===== config.mk =====
export PLATFORM = sky130hd
export DESIGN_NAME = integer_to_ascii_formatter_top_flat
export DESIGN_NICKNAME = d
export VERILOG_FILES = /design/src/rtl/itaf_pkg.sv /design/src/rtl/itaf_cfg_if.sv /design/src/rtl/itaf_in_if.sv /design/src/rtl/itaf_out_if.sv /design/src/rtl/itaf_dabble.sv /design/src/rtl/integer_to_ascii_formatter_top.sv /design/src/flat_wrapper.sv
export VERILOG_INCLUDE_DIRS = /design/src /design/src/rtl
export SDC_FILE = /design/constraint.sdc
export NUM_CORES = 1
export LEC_CHECK = 0
export BUFFER_PORTS_ARGS = -buffer_cell sky130_fd_sc_hd__buf_4
export CORE_ASPECT_RATIO = 1.1
export CORE_UTILIZATION = 30
export DETAILED_ROUTE_END_ITERATION = 12
export GPL_TIMING_DRIVEN = 1
export MAX_ROUTING_LAYER = met4
export PLACE_DENSITY_LB_ADDON = 0.08
export SYNTH_ARGS = -nofsm -noshare
export SYNTH_HDL_FRONTEND = slang
export SYNTH_SLANG_ARGS = --single-unit

===== constraint.sdc =====
create_clock -name i_clk -period 5.8 [get_ports i_clk]
set_input_delay 1.16 -clock i_clk [delete_from_list [all_inputs] [get_ports i_clk]]
set_output_delay 1.16 -clock i_clk [all_outputs]
set_load 0.02 [all_outputs]

===== src/rtl/integer_to_ascii_formatter_top_macros.svh =====
// Assertion macros used by the top-level RTL file.
`ifndef INTEGER_TO_ASCII_FORMATTER_TOP_MACROS_SVH
`define INTEGER_TO_ASCII_FORMATTER_TOP_MACROS_SVH

// The consequent must hold in the same cycle as the antecedent.
`define ITAF_ASSERT_SAME(label, clk, rst_n, ante, cons) \
    label: assert property (@(posedge clk) disable iff (!rst_n) (ante) |-> (cons)) \
        else $error("Same-cycle check failed.");

// The consequent must hold in the cycle after the antecedent.
`define ITAF_ASSERT_NEXT(label, clk, rst_n, ante, cons) \
    label: assert property (@(posedge clk) disable iff (!rst_n) (ante) |=> (cons)) \
        else $error("Next-cycle check failed.");

`endif


===== src/rtl/itaf_pkg.sv =====
package itaf_pkg;

    localparam int VALUE_W   = 32;
    localparam int CHAR_W    = 7;
    localparam int DIGIT_W   = 4;
    localparam int NUM_CHARS = 10;
    localparam int TEXT_W    = NUM_CHARS * DIGIT_W;
    localparam int COUNT_W   = $clog2(VALUE_W);
    localparam int LEFT_W    = $clog2(NUM_CHARS + 1);

    localparam logic [COUNT_W-1:0] COUNT_LAST = COUNT_W'(VALUE_W - 1);
    localparam logic [LEFT_W-1:0]  LEFT_FULL  = LEFT_W'(NUM_CHARS);
    localparam logic [LEFT_W-1:0]  LEFT_ONE   = LEFT_W'(1);

    localparam logic OP_DEC = 1'b0;
    localparam logic OP_HEX = 1'b1;

    localparam logic [CHAR_W-1:0] CHAR_ZERO   = 7'h30;
    localparam logic [CHAR_W-1:0] CHAR_X      = 7'h78;
    localparam logic [CHAR_W-1:0] CHAR_A_BIAS = 7'h37;

    typedef enum logic [2:0] {
        ST_IDLE,
        ST_CONVERT,
        ST_LATCH,
        ST_SKIP,
        ST_EMIT
    } t_state;

    typedef struct packed {
        logic load;
        logic step;
    } t_dab_ctrl;

    function automatic logic [CHAR_W-1:0] digit_to_ascii(input logic [DIGIT_W-1:0] d);
        logic [CHAR_W-1:0] w;
        w = {{(CHAR_W - DIGIT_W){1'b0}}, d};
        if (d < 4'd10) begin
            return CHAR_ZERO + w;
        end else begin
            return CHAR_A_BIAS + w;
        end
    endfunction

endpackage


===== src/rtl/itaf_cfg_if.sv =====
interface itaf_cfg_if;
    logic valid;
    logic ready;
    logic data;

    modport source (output valid, output data, input ready);
    modport sink (input valid, input data, output ready);
endinterface


===== src/rtl/itaf_in_if.sv =====
interface itaf_in_if;
    logic                         valid;
    logic                         ready;
    logic                         operation;
    logic [itaf_pkg::VALUE_W-1:0] value;

    modport source (output valid, output operation, output value, input ready);
    modport sink (input valid, input operation, input value, output ready);
endinterface


===== src/rtl/itaf_out_if.sv =====
interface itaf_out_if;
    logic                        valid;
    logic                        ready;
    logic [itaf_pkg::CHAR_W-1:0] character;
    logic                        last;

    modport source (output valid, output character, output last, input ready);
    modport sink (input valid, input character, input last, output ready);
endinterface


===== src/rtl/itaf_dabble.sv =====
module itaf_dabble (
    input  logic                          i_clk,
    input  itaf_pkg::t_dab_ctrl           i_ctrl,
    input  logic [itaf_pkg::VALUE_W-1:0]  i_value,
    output logic [itaf_pkg::TEXT_W-1:0]   o_bcd
);

    logic [itaf_pkg::VALUE_W-1:0] r_bin;
    logic [itaf_pkg::TEXT_W-1:0]  r_bcd;
    logic [itaf_pkg::TEXT_W-1:0]  adj;

    // Each decimal digit of five or more gets three added before the shift.
    always_comb begin
        for (int i = 0; i < itaf_pkg::NUM_CHARS; i++) begin
            if (r_bcd[i*itaf_pkg::DIGIT_W +: itaf_pkg::DIGIT_W] >= 4'd5) begin
                adj[i*itaf_pkg::DIGIT_W +: itaf_pkg::DIGIT_W] =
                    r_bcd[i*itaf_pkg::DIGIT_W +: itaf_pkg::DIGIT_W] + 4'd3;
            end else begin
                adj[i*itaf_pkg::DIGIT_W +: itaf_pkg::DIGIT_W] =
                    r_bcd[i*itaf_pkg::DIGIT_W +: itaf_pkg::DIGIT_W];
            end
        end
    end

    always_ff @(posedge i_clk) begin
        if (i_ctrl.load) begin
            r_bin <= i_value;
            r_bcd <= '0;
        end else if (i_ctrl.step) begin
            r_bin <= {r_bin[itaf_pkg::VALUE_W-2:0], 1'b0};
            r_bcd <= {adj[itaf_pkg::TEXT_W-2:0], r_bin[itaf_pkg::VALUE_W-1]};
        end
    end

    assign o_bcd = r_bcd;

endmodule


===== src/rtl/integer_to_ascii_formatter_top.sv =====
// Formats one 32-bit unsigned value per input beat as ASCII text, one character per
// output beat, most significant first, with last set on the final character. Hex
// text is "0x" and eight upper-case digits; decimal text has leading zeros removed.
// While the enable register is clear, accepted values produce no text. One value is
// handled at a time. A hex value is accepted and then its ten characters are emitted.
// A decimal value is accepted, all 32 bits are shifted through the bit-serial binary to
// decimal shifter, the digits are latched, each suppressed leading zero (at most nine)
// is skipped in turn before the zero skipping is left, and then each character is
// emitted. Suppressed zeros and characters always add up to ten. The next value is
// accepted as soon as the last character sits in the output register.
`include "integer_to_ascii_formatter_top_macros.svh"

module integer_to_ascii_formatter_top (
    input  logic              i_clk,
    input  logic              i_rst_n,
    itaf_cfg_if.sink          i_cfg,
    itaf_in_if.sink           i_in,
    itaf_out_if.source        o_out
);

    itaf_pkg::t_state                    r_state, n_state;
    logic                                r_enabled;
    logic [itaf_pkg::COUNT_W-1:0]        r_count, n_count;
    logic [itaf_pkg::TEXT_W-1:0]         r_text, n_text;
    logic [itaf_pkg::LEFT_W-1:0]         r_left, n_left;
    logic                                r_hex, n_hex;
    logic                                r_out_valid, n_out_valid;
    logic [itaf_pkg::CHAR_W-1:0]         r_out_char, n_out_char;
    logic                                r_out_last, n_out_last;
    itaf_pkg::t_dab_ctrl                 dab_ctrl;
    logic [itaf_pkg::TEXT_W-1:0]         bcd;
    logic                                in_beat;
    logic                                out_load;
    logic [itaf_pkg::DIGIT_W-1:0]        top_digit;

    assign i_cfg.ready = 1'b1;
    assign i_in.ready  = (r_state == itaf_pkg::ST_IDLE);
    assign in_beat     = i_in.valid && i_in.ready;
    assign out_load    = (r_state == itaf_pkg::ST_EMIT) && (!r_out_valid || o_out.ready);
    assign top_digit   = r_text[itaf_pkg::TEXT_W-1 -: itaf_pkg::DIGIT_W];

    assign o_out.valid     = r_out_valid;
    assign o_out.character = r_out_char;
    assign o_out.last      = r_out_last;

    itaf_dabble u_dabble (
        .i_clk   (i_clk),
        .i_ctrl  (dab_ctrl),
        .i_value (i_in.value),
        .o_bcd   (bcd)
    );

    always_comb begin
        n_state     = r_state;
        n_count     = r_count;
        n_text      = r_text;
        n_left      = r_left;
        n_hex       = r_hex;
        n_out_char  = r_out_char;
        n_out_last  = r_out_last;
        n_out_valid = r_out_valid && !o_out.ready;
        dab_ctrl    = '0;

        unique case (r_state)
            itaf_pkg::ST_IDLE: begin
                if (in_beat && r_enabled) begin
                    n_hex  = (i_in.operation == itaf_pkg::OP_HEX);
                    n_left = itaf_pkg::LEFT_FULL;
                    if (i_in.operation == itaf_pkg::OP_HEX) begin
                        n_text  = {i_in.value,
                                   {(itaf_pkg::TEXT_W - itaf_pkg::VALUE_W){1'b0}}};
                        n_state = itaf_pkg::ST_EMIT;
                    end else begin
                        dab_ctrl.load = 1'b1;
                        n_count       = '0;
                        n_state       = itaf_pkg::ST_CONVERT;
                    end
                end
            end
            itaf_pkg::ST_CONVERT: begin
                dab_ctrl.step = 1'b1;
                n_count       = r_count + 1'b1;
                if (r_count == itaf_pkg::COUNT_LAST) begin
                    n_state = itaf_pkg::ST_LATCH;
                end
            end
            itaf_pkg::ST_LATCH: begin
                n_text  = bcd;
                n_state = itaf_pkg::ST_SKIP;
            end
            itaf_pkg::ST_SKIP: begin
                if (top_digit == '0 && r_left > itaf_pkg::LEFT_ONE) begin
                    n_text = {r_text[itaf_pkg::TEXT_W-itaf_pkg::DIGIT_W-1:0],
                              {itaf_pkg::DIGIT_W{1'b0}}};
                    n_left = r_left - 1'b1;
                end else begin
                    n_state = itaf_pkg::ST_EMIT;
                end
            end
            itaf_pkg::ST_EMIT: begin
                if (out_load) begin
                    n_out_valid = 1'b1;
                    n_out_last  = (r_left == itaf_pkg::LEFT_ONE);
                    n_left      = r_left - 1'b1;
                    if (r_hex && r_left == itaf_pkg::LEFT_FULL) begin
                        n_out_char = itaf_pkg::CHAR_ZERO;
                    end else if (r_hex && r_left == itaf_pkg::LEFT_FULL - 1'b1) begin
                        n_out_char = itaf_pkg::CHAR_X;
                    end else begin
                        n_out_char = itaf_pkg::digit_to_ascii(top_digit);
                        n_text = {r_text[itaf_pkg::TEXT_W-itaf_pkg::DIGIT_W-1:0],
                                  {itaf_pkg::DIGIT_W{1'b0}}};
                    end
                    if (r_left == itaf_pkg::LEFT_ONE) begin
                        n_state = itaf_pkg::ST_IDLE;
                    end
                end
            end
            default: begin
                n_state = itaf_pkg::ST_IDLE;
            end
        endcase
    end

    always_ff @(posedge i_clk) begin
        if (!i_rst_n) begin
            r_state     <= itaf_pkg::ST_IDLE;
            r_enabled   <= 1'b0;
            r_out_valid <= 1'b0;
        end else begin
            r_state     <= n_state;
            r_out_valid <= n_out_valid;
            if (i_cfg.valid && i_cfg.ready) begin
                r_enabled <= i_cfg.data;
            end
        end
    end

    always_ff @(posedge i_clk) begin
        r_count    <= n_count;
        r_text     <= n_text;
        r_left     <= n_left;
        r_hex      <= n_hex;
        r_out_char <= n_out_char;
        r_out_last <= n_out_last;
    end

    `ITAF_ASSERT_NEXT(a_convert_ends, i_clk, i_rst_n,
        r_state == itaf_pkg::ST_CONVERT && r_count == itaf_pkg::COUNT_LAST,
        r_state == itaf_pkg::ST_LATCH)
    `ITAF_ASSERT_SAME(a_skip_decimal, i_clk, i_rst_n,
        r_state == itaf_pkg::ST_SKIP, !r_hex && r_left != '0)
    `ITAF_ASSERT_SAME(a_emit_left, i_clk, i_rst_n,
        r_state == itaf_pkg::ST_EMIT, r_left != '0)
    `ITAF_ASSERT_NEXT(a_disabled_drop, i_clk, i_rst_n,
        in_beat && !r_enabled, r_state == itaf_pkg::ST_IDLE)
    `ITAF_ASSERT_NEXT(a_last_done, i_clk, i_rst_n,
        out_load && r_left == itaf_pkg::LEFT_ONE,
        r_out_valid && r_out_last && r_state == itaf_pkg::ST_IDLE)

endmodule

===== src/flat_wrapper.sv =====
// flat-port wrapper written by rule: the top's interface ports become plain ports
module integer_to_ascii_formatter_top_flat 
  (i_clk, i_rst_n, i_cfg_valid, i_cfg_data, i_cfg_ready, i_in_valid, i_in_operation, i_in_value, i_in_ready, o_out_valid, o_out_character, o_out_last, o_out_ready);
  itaf_cfg_if i_cfg_i ();
  itaf_in_if i_in_i ();
  itaf_out_if o_out_i ();
  input  logic i_clk;
  input  logic i_rst_n;
  input wire logic [$bits(i_cfg_i.valid)-1:0] i_cfg_valid;
  input wire logic [$bits(i_cfg_i.data)-1:0] i_cfg_data;
  output wire logic [$bits(i_cfg_i.ready)-1:0] i_cfg_ready;
  input wire logic [$bits(i_in_i.valid)-1:0] i_in_valid;
  input wire logic [$bits(i_in_i.operation)-1:0] i_in_operation;
  input wire logic [$bits(i_in_i.value)-1:0] i_in_value;
  output wire logic [$bits(i_in_i.ready)-1:0] i_in_ready;
  output wire logic [$bits(o_out_i.valid)-1:0] o_out_valid;
  output wire logic [$bits(o_out_i.character)-1:0] o_out_character;
  output wire logic [$bits(o_out_i.last)-1:0] o_out_last;
  input wire logic [$bits(o_out_i.ready)-1:0] o_out_ready;
  assign i_cfg_i.valid = i_cfg_valid;
  assign i_cfg_i.data = i_cfg_data;
  assign i_cfg_ready = i_cfg_i.ready;
  assign i_in_i.valid = i_in_valid;
  assign i_in_i.operation = i_in_operation;
  assign i_in_i.value = i_in_value;
  assign i_in_ready = i_in_i.ready;
  assign o_out_valid = o_out_i.valid;
  assign o_out_character = o_out_i.character;
  assign o_out_last = o_out_i.last;
  assign o_out_i.ready = o_out_ready;
  integer_to_ascii_formatter_top u_core (.i_clk(i_clk), .i_rst_n(i_rst_n), .i_cfg(i_cfg_i), .i_in(i_in_i), .o_out(o_out_i));
endmodule

==> results by group, run 1 <==
Power
  – Ratio of total power to cell area: 403.8 nW/µm²
  – Maximum vdd ir drop: 0.2000 mV
  – LEAKAGE: 2.923 nW

Global routing
  – Remaining Overflow, GRT: 0
  – Wire length of the first global-routing pass: 29.04 mm
  – Global Route Usage Sum: 15.84%
  – Via count of the first global-routing pass: 5456
  – Largest net degree at the start of global routing: 85
  – Antenna violations before repair: 0

Route
  – Routed length on met2: 8.781 mm
  – WL per Instance: 16.98 µm
  – DR DRC count: 0
  – Length of routed met3 wiring: 719 µm
  – Post-detailed-route count of antenna-violating nets: 0
  – Detailed-routing wirelength on met1: 8.403 mm
  – Pre-Repair DR Iteration Count: 5
  – Via density per instance: 5.181
  – Top metal layer carrying routed signals: met4
  – Count of routing violations after the opening detailed-route iteration: 339
  – Vias post-DR: 5544
  – Detailed Route WL: 18.17 mm

CTS
  – Hold Buf Count CTS: 0
  – CTS Buf Count: 17
  – Number of buffers inserted to repair setup after CTS: 0
  – Max H-tree Level: 4
  – Clk sink count: 135
  – Clock insertion delay at the later pin of the skew report: 420 ps
  – Clock edge transition at the registers on the reported setup and hold paths: 60 ps
  – Clock tree from TritonCTS: built
  – Buffer depth of the longest clock path: 2
  – Clock Tree Root: sky130_fd_sc_hd__clkbuf_16
  – Count of cells resized by post-cts repair: 0

Placement
  – Estimated wirelength of the detail-placed design: 11.49 mm
  – Port Buffers: 48
  – Dpl cell area: 7826 µm²
  – Global placer's final weighted congestion: 0.7944

Timing
  – Final critical path time including I/O delays and setup: 3269 ps
  – Maximum clock skew at final layout: 9.446 ps
  – Peak clock frequency supported by timing: 305.9 MHz
  – Worst slew slack as a fraction of its limit: 24.98%
  – Actual slew at the worst max-slew pin: 1117 ps
  – Unrepaired setup endpoints after global routing: false
  – Final period util: 56.37%
  – Final-report hold violation count: 0
  – Fin Setup TNS: 0 ps
  – Final-report setup violation count: 0
  – Number of pins with negative max-slew slack in the final report: 0

Synth
  – Cell with the most instances after synthesis: sky130_fd_sc_hd__edfxtp_1
  – Most used standard cells in the synthesized netlist: 90 x sky130_fd_sc_hd__edfxtp_1, 71 x sky130_fd_sc_hd__nand2_1, 68 x sky130_fd_sc_hd__a21oi_1
  – Post-synthesis area per instance: 9.951 µm²
  – Count of yosys warnings during synthesis: 0
  – Post-synth net total: 792
  – Area fraction of the dominant cell type after synthesis: 37.36%
  – Synth async-reset ratio: 0%
  – Area contributors post-synth: sky130_fd_sc_hd__edfxtp_1 37%, sky130_fd_sc_hd__dfxtp_1 12%, sky130_fd_sc_hd__o22ai_1 5.4%
  – Yosys reg bits: 135
  – Distinct cell type count of the synthesized netlist: 45
  – Primary flip-flop cell chosen by synthesis mapping: sky130_fd_sc_hd__edfxtp_1
  – Portion of the post-synthesis area used by sequential elements: 49.81%
  – Dominant cell type by area after synthesis: sky130_fd_sc_hd__edfxtp_1
  – Number of flops mapped to enable cells by yosys: 90
  – Post-synthesis instance area: 7234 µm²
  – Synthesized instance count: 727

Worst setup path
  – Endpoint required time on the critical path: 5830 ps
  – Critical path peak fanout: 47
  – Crit path arrival time: 3300 ps
  – Crit end category: flop
  – Kind of start point of the critical path: flop
  – Classification of the worst setup path: reg2reg

Floorplanning
  – Floorplan die area: 24740 µm²
  – Die height: 164.9 µm
  – Area of the core: 23700 µm²
  – Rows: 59
  – X dimension of the die: 150.1 µm
  – Total I/O pin count: 50
  – Starting density of the core: 30.53%

Cells and area
  – # diodes: 0
  – Fraction of final layout cells sized beyond drive strength 1: 16.08%
  – Layout Nets: 817
  – Cell area after layout: 8346 µm²
  – Area growth, synth to finish: 15.36%

Status
  – Status: completed

Run
  – Max cap viols: 0

Worst hold path
  – Min-delay worst type: reg2reg
[worst max-delay path, cell delays in order (launching register included)]
cell and delay [ps]:
sky130_fd_sc_hd__dfxtp_2 1010, sky130_fd_sc_hd__nand2b_1 750, sky130_fd_sc_hd__nor3_1 1110
[cells by family (layout without fill, tap and decap cells)]
| kind of cell | Yosys count | after routing | share of synthesized area, % |
|---|---|---|---|
| flops | 135 | 135 | 49.81 |
| buf+inv | 76 | 114 | 4.791 |
| simple gates | 195 | 195 | 12.54 |
| other cells | 1 | 1 | 0.05184 |
| xor+xnor | 15 | 15 | 1.816 |
| fa+ha+maj | 26 | 26 | 4.497 |
| mux | 42 | 42 | 6.520 |
| compound gates | 237 | 237 | 19.98 |
[per-stage QoR]
stage          hold WS (ps)  setup slack, ps  std cells  utilization, %  total power, mW
2_1_floorplan         417.6             1709        727               -            2.154
4_1_cts               472.2             2518       1070           35.22            3.413
6_report              471.9             2531       1070           35.22            3.370
3_3_place_gp          457.7             2593       1038           33.03            2.382
5_1_grt               483.5             2314       1070           35.22            3.602
3_5_place_dp          463.6             2527       1038           33.03            2.419
[final timing paths]
kind                        startpoint                   endpoint  slack (ps)  cells past startpoint
max                  u_core.r_state[2]          u_core.o_out.last        2530                      2
min          u_core.u_dabble.o_bcd[37]  u_core.u_dabble.o_bcd[37]         470                      2
max reg2reg          u_core.r_state[2]          u_core.o_out.last        2530                      2
min reg2reg  u_core.u_dabble.o_bcd[37]  u_core.u_dabble.o_bcd[37]         470                      2
[power by group]
group | switching (mW) | leakage (nW) | internal, mW | total (mW)
combinational | 0.513 | 1.48 | 0.452 | 0.965
clock | 0.429 | 0.250 | 0.544 | 0.973
sequential | 0.186 | 1.20 | 1.25 | 1.43
total | 1.13 | 2.92 | 2.24 | 3.37
[per-layer routing]
layer,vias up,global-route usage (%)
li1,2721,-
met1,2674,19.47
met2,133,26.05
met3,16,3.177
met4,0,5.005
met5,-,-
[registers in the layout, summed over array words and instances, names as in the netlist]
signal / count
u_core.o_out.character: 7
u_core.o_out.last: 1
u_core.o_out.valid: 1
u_core.r_count: 5
u_core.r_enabled: 1
u_core.r_hex: 1
u_core.r_left: 4
u_core.r_state: 3
u_core.r_text: 40
u_core.u_dabble.o_bcd: 40
u_core.u_dabble.r_bin: 32
[final cells by class]
cell class | instances | area, µm²
clock buffers | 20 | 436.7
clock inverters | 12 | 82.58
fillers | 2415 | 15350
inverters | 25 | 93.84
multi-input cells | 516 | 3316
flip-flops and latches | 135 | 3607
well taps | 305 | 381.6
repair buffers | 57 | 427.9
[cell usage in the layout (no fill, tap or decap), types with 4 or more instances in the layout]
| cell | instances |
|---|---|
| sky130_fd_sc_hd__clkinv_2 | 5 |
| sky130_fd_sc_hd__a22o_1 | 4 |
| sky130_fd_sc_hd__a2bb2oi_1 | 16 |
| sky130_fd_sc_hd__xnor2_1 | 14 |
| sky130_fd_sc_hd__nand2_1 | 70 |
| sky130_fd_sc_hd__and2_1 | 5 |
| sky130_fd_sc_hd__o22ai_1 | 62 |
| sky130_fd_sc_hd__o21ai_0 | 58 |
| sky130_fd_sc_hd__mux2_2 | 25 |
| sky130_fd_sc_hd__a21oi_1 | 68 |
| sky130_fd_sc_hd__nand2b_1 | 14 |
| sky130_fd_sc_hd__clkinv_4 | 4 |
| sky130_fd_sc_hd__inv_1 | 25 |
| sky130_fd_sc_hd__o22a_1 | 16 |
| sky130_fd_sc_hd__dfxtp_1 | 42 |
| sky130_fd_sc_hd__edfxtp_1 | 90 |
| sky130_fd_sc_hd__ha_1 | 26 |
| sky130_fd_sc_hd__nor3b_1 | 13 |
| sky130_fd_sc_hd__clkbuf_16 | 17 |
| sky130_fd_sc_hd__buf_4 | 57 |
| sky130_fd_sc_hd__nor2_1 | 57 |
| sky130_fd_sc_hd__nand3_1 | 11 |
| sky130_fd_sc_hd__nor3_1 | 6 |
| sky130_fd_sc_hd__mux2_1 | 16 |
| sky130_fd_sc_hd__and3_1 | 5 |
Note: power is estimated with default switching activity, not from simulation.
==> inputs of run 2 (changes only) <==
==> constraint.sdc (replaced) <==
create_clock -name i_clk -period 2.7 [get_ports i_clk]
set_input_delay 0.54 -clock i_clk [delete_from_list [all_inputs] [get_ports i_clk]]
set_output_delay 0.54 -clock i_clk [all_outputs]
set_load 0.02 [all_outputs]
==> results by group, run 2 (synthesis results as in run 1) <==
Status
  – Status: completed

Floorplanning
  – Floorplan die area: 24740 µm²
  – Die height: 164.9 µm
  – Rows: 59
  – Starting density of the core: 30.53%
  – Area of the core: 23700 µm²
  – X dimension of the die: 150.1 µm
  – Total I/O pin count: 50

CTS
  – Clock tree from TritonCTS: built
  – Clock edge transition at the registers on the reported setup and hold paths: 60 ps
  – Clock insertion delay at the later pin of the skew report: 420 ps
  – CTS Buf Count: 17
  – Hold Buf Count CTS: 0
  – Buffer depth of the longest clock path: 2
  – Max H-tree Level: 4
  – Clk sink count: 135
  – Count of cells resized by post-cts repair: 0
  – Number of buffers inserted to repair setup after CTS: 0
  – Clock Tree Root: sky130_fd_sc_hd__clkbuf_16

Route
  – Post-detailed-route count of antenna-violating nets: 0
  – DR DRC count: 0
  – Count of routing violations after the opening detailed-route iteration: 342
  – WL per Instance: 16.99 µm
  – Pre-Repair DR Iteration Count: 5
  – Detailed Route WL: 18.40 mm
  – Via density per instance: 5.175
  – Vias post-DR: 5604

Timing
  – Final-report setup violation count: 0
  – Hold_ws: 341.6 ps
  – Worst-case setup margin in the final layout: 461.5 ps
  – Actual slew at the worst max-slew pin: 567.0 ps
  – Worst slew slack as a fraction of its limit: 61.80%
  – Fin Setup TNS: 0 ps
  – Unrepaired setup endpoints after global routing: false
  – Final period util: 82.91%
  – Final-report hold violation count: 0
  – Final critical path time including I/O delays and setup: 2239 ps
  – Peak clock frequency supported by timing: 446.7 MHz
  – Number of pins with negative max-slew slack in the final report: 0
  – Maximum clock skew at final layout: 9.164 ps

Power
  – LEAKAGE: 3.060 nW
  – Maximum vdd ir drop: 0.4585 mV
  – Post-layout power: 7.780 mW
  – Ratio of total power to cell area: 903.3 nW/µm²

Worst setup path
  – Kind of cell with the highest combined delay on the critical path: compound AO/OA/AOI/OAI gates
  – Delay of the slowest critical-path stage: 430 ps
  – Crit path max-delay cell type: sky130_fd_sc_hd__edfxtp_1
  – Crit path arrival time: 2340 ps
  – Classification of the worst setup path: reg2reg
  – Worst-path cell chain: inv_1, ha_1, nor3b_1, o21ai_0, o22ai_1, a2bb2oi_4, buf_12
  – Critical path peak fanout: 40
  – Endpoint required time on the critical path: 2800 ps
  – Crit end category: flop
  – Buffering stage count on the worst path with inverters included: 2
  – Kind of start point of the critical path: flop

Cells and area
  – Cell area after layout: 8613 µm²
  – Fraction of final layout cells sized beyond drive strength 1: 17.87%
  – # diodes: 0
  – Layout Nets: 830
  – Fill cell instance count of the final layout: 2351
  – Area growth, synth to finish: 19.06%
  – Total area of sequential cells: 3607 µm²
  – Footprint of the multi-input gates: 3316 µm²
  – Most frequent cells in the layout: 90 x sky130_fd_sc_hd__edfxtp_1, 70 x sky130_fd_sc_hd__nand2_1, 68 x sky130_fd_sc_hd__a21oi_1
  – Leading cell type in the layout, fill and taps excluded: sky130_fd_sc_hd__edfxtp_1

Run
  – Max cap viols: 0

Placement
  – Minimum setup slack after placement: 491.1 ps
  – Dpl cell area: 7961 µm²
  – Port Buffers: 48
  – Global placer's final weighted congestion: 0.8248
  – Estimated wirelength of the detail-placed design: 12.25 mm

Worst hold path
  – Min-delay worst type: in2reg

Global routing
  – Largest net degree at the start of global routing: 47
  – Global Route Usage Sum: 16.41%
  – Via count of the first global-routing pass: 5549
  – Antenna violations before repair: 0
  – Remaining Overflow, GRT: 0
  – Wire length of the first global-routing pass: 29.92 mm
run 2: changes by cell type in the layout (fill, tap and decap cells not counted), moves of 2 or more:
cell and delta:
sky130_fd_sc_hd__inv_6 +2, sky130_fd_sc_hd__bufinv_16 +5, sky130_fd_sc_hd__buf_4 +10, sky130_fd_sc_hd__clkbuf_1 -3, sky130_fd_sc_hd__buf_12 +3, sky130_fd_sc_hd__clkinv_2 -3
run 2: final timing paths:
check                                 start                   endpoint  cells past startpoint  slack, ps
hold / removal               i_in_operation               u_core.r_hex                      1        340
setup reg to reg          u_core.r_text[37]          u_core.r_text[13]                      7        460
hold reg to reg   u_core.u_dabble.o_bcd[37]  u_core.u_dabble.o_bcd[37]                      2        480
setup / recovery          u_core.r_text[37]          u_core.r_text[13]                      7        460
run 2: worst register-to-register path, stage by stage, from the launching register on:
cell,delay [ps]
sky130_fd_sc_hd__edfxtp_1,430
sky130_fd_sc_hd__inv_1,120
sky130_fd_sc_hd__ha_1,190
sky130_fd_sc_hd__nor3b_1,290
sky130_fd_sc_hd__o21ai_0,150
sky130_fd_sc_hd__o22ai_1,260
sky130_fd_sc_hd__a2bb2oi_4,200
sky130_fd_sc_hd__buf_12,270
run 2: cell type report:
type / count / area share, %
Clock buffer: 17 / 4.939
Clock inverter: 15 / 2.629
Inverter: 25 / 1.089
Multi-Input combinational cell: 516 / 38.50
Sequential cell: 135 / 41.88
Tap cell: 305 / 4.431
Timing Repair Buffer: 70 / 6.537
run 2: power by group:
part / switching (mW) / leakage [nW] / internal (mW)
clock: 0.957 / 0.310 / 1.64
sequential: 0.390 / 1.20 / 2.67
combinational: 1.12 / 1.55 / 1.00
run 2: per-layer routing:
metal	wire [µm]	up-vias	share of wire [%]	track usage [%]
met3	552	28	3.0	2.735
li1	-	2751	-	-
met5	0	-	0	-
met2	8929	106	49	26.39
met1	8658	2719	47	20.79
met4	259	0	1.4	5.739
run 2: stage by stage:
stage               utilization, %  std cells
floorplan                        -        727
global route                 36.35       1083
global placement             33.60       1051
CTS                          36.35       1083
finish                       36.35       1083
detailed placement           33.60       1051
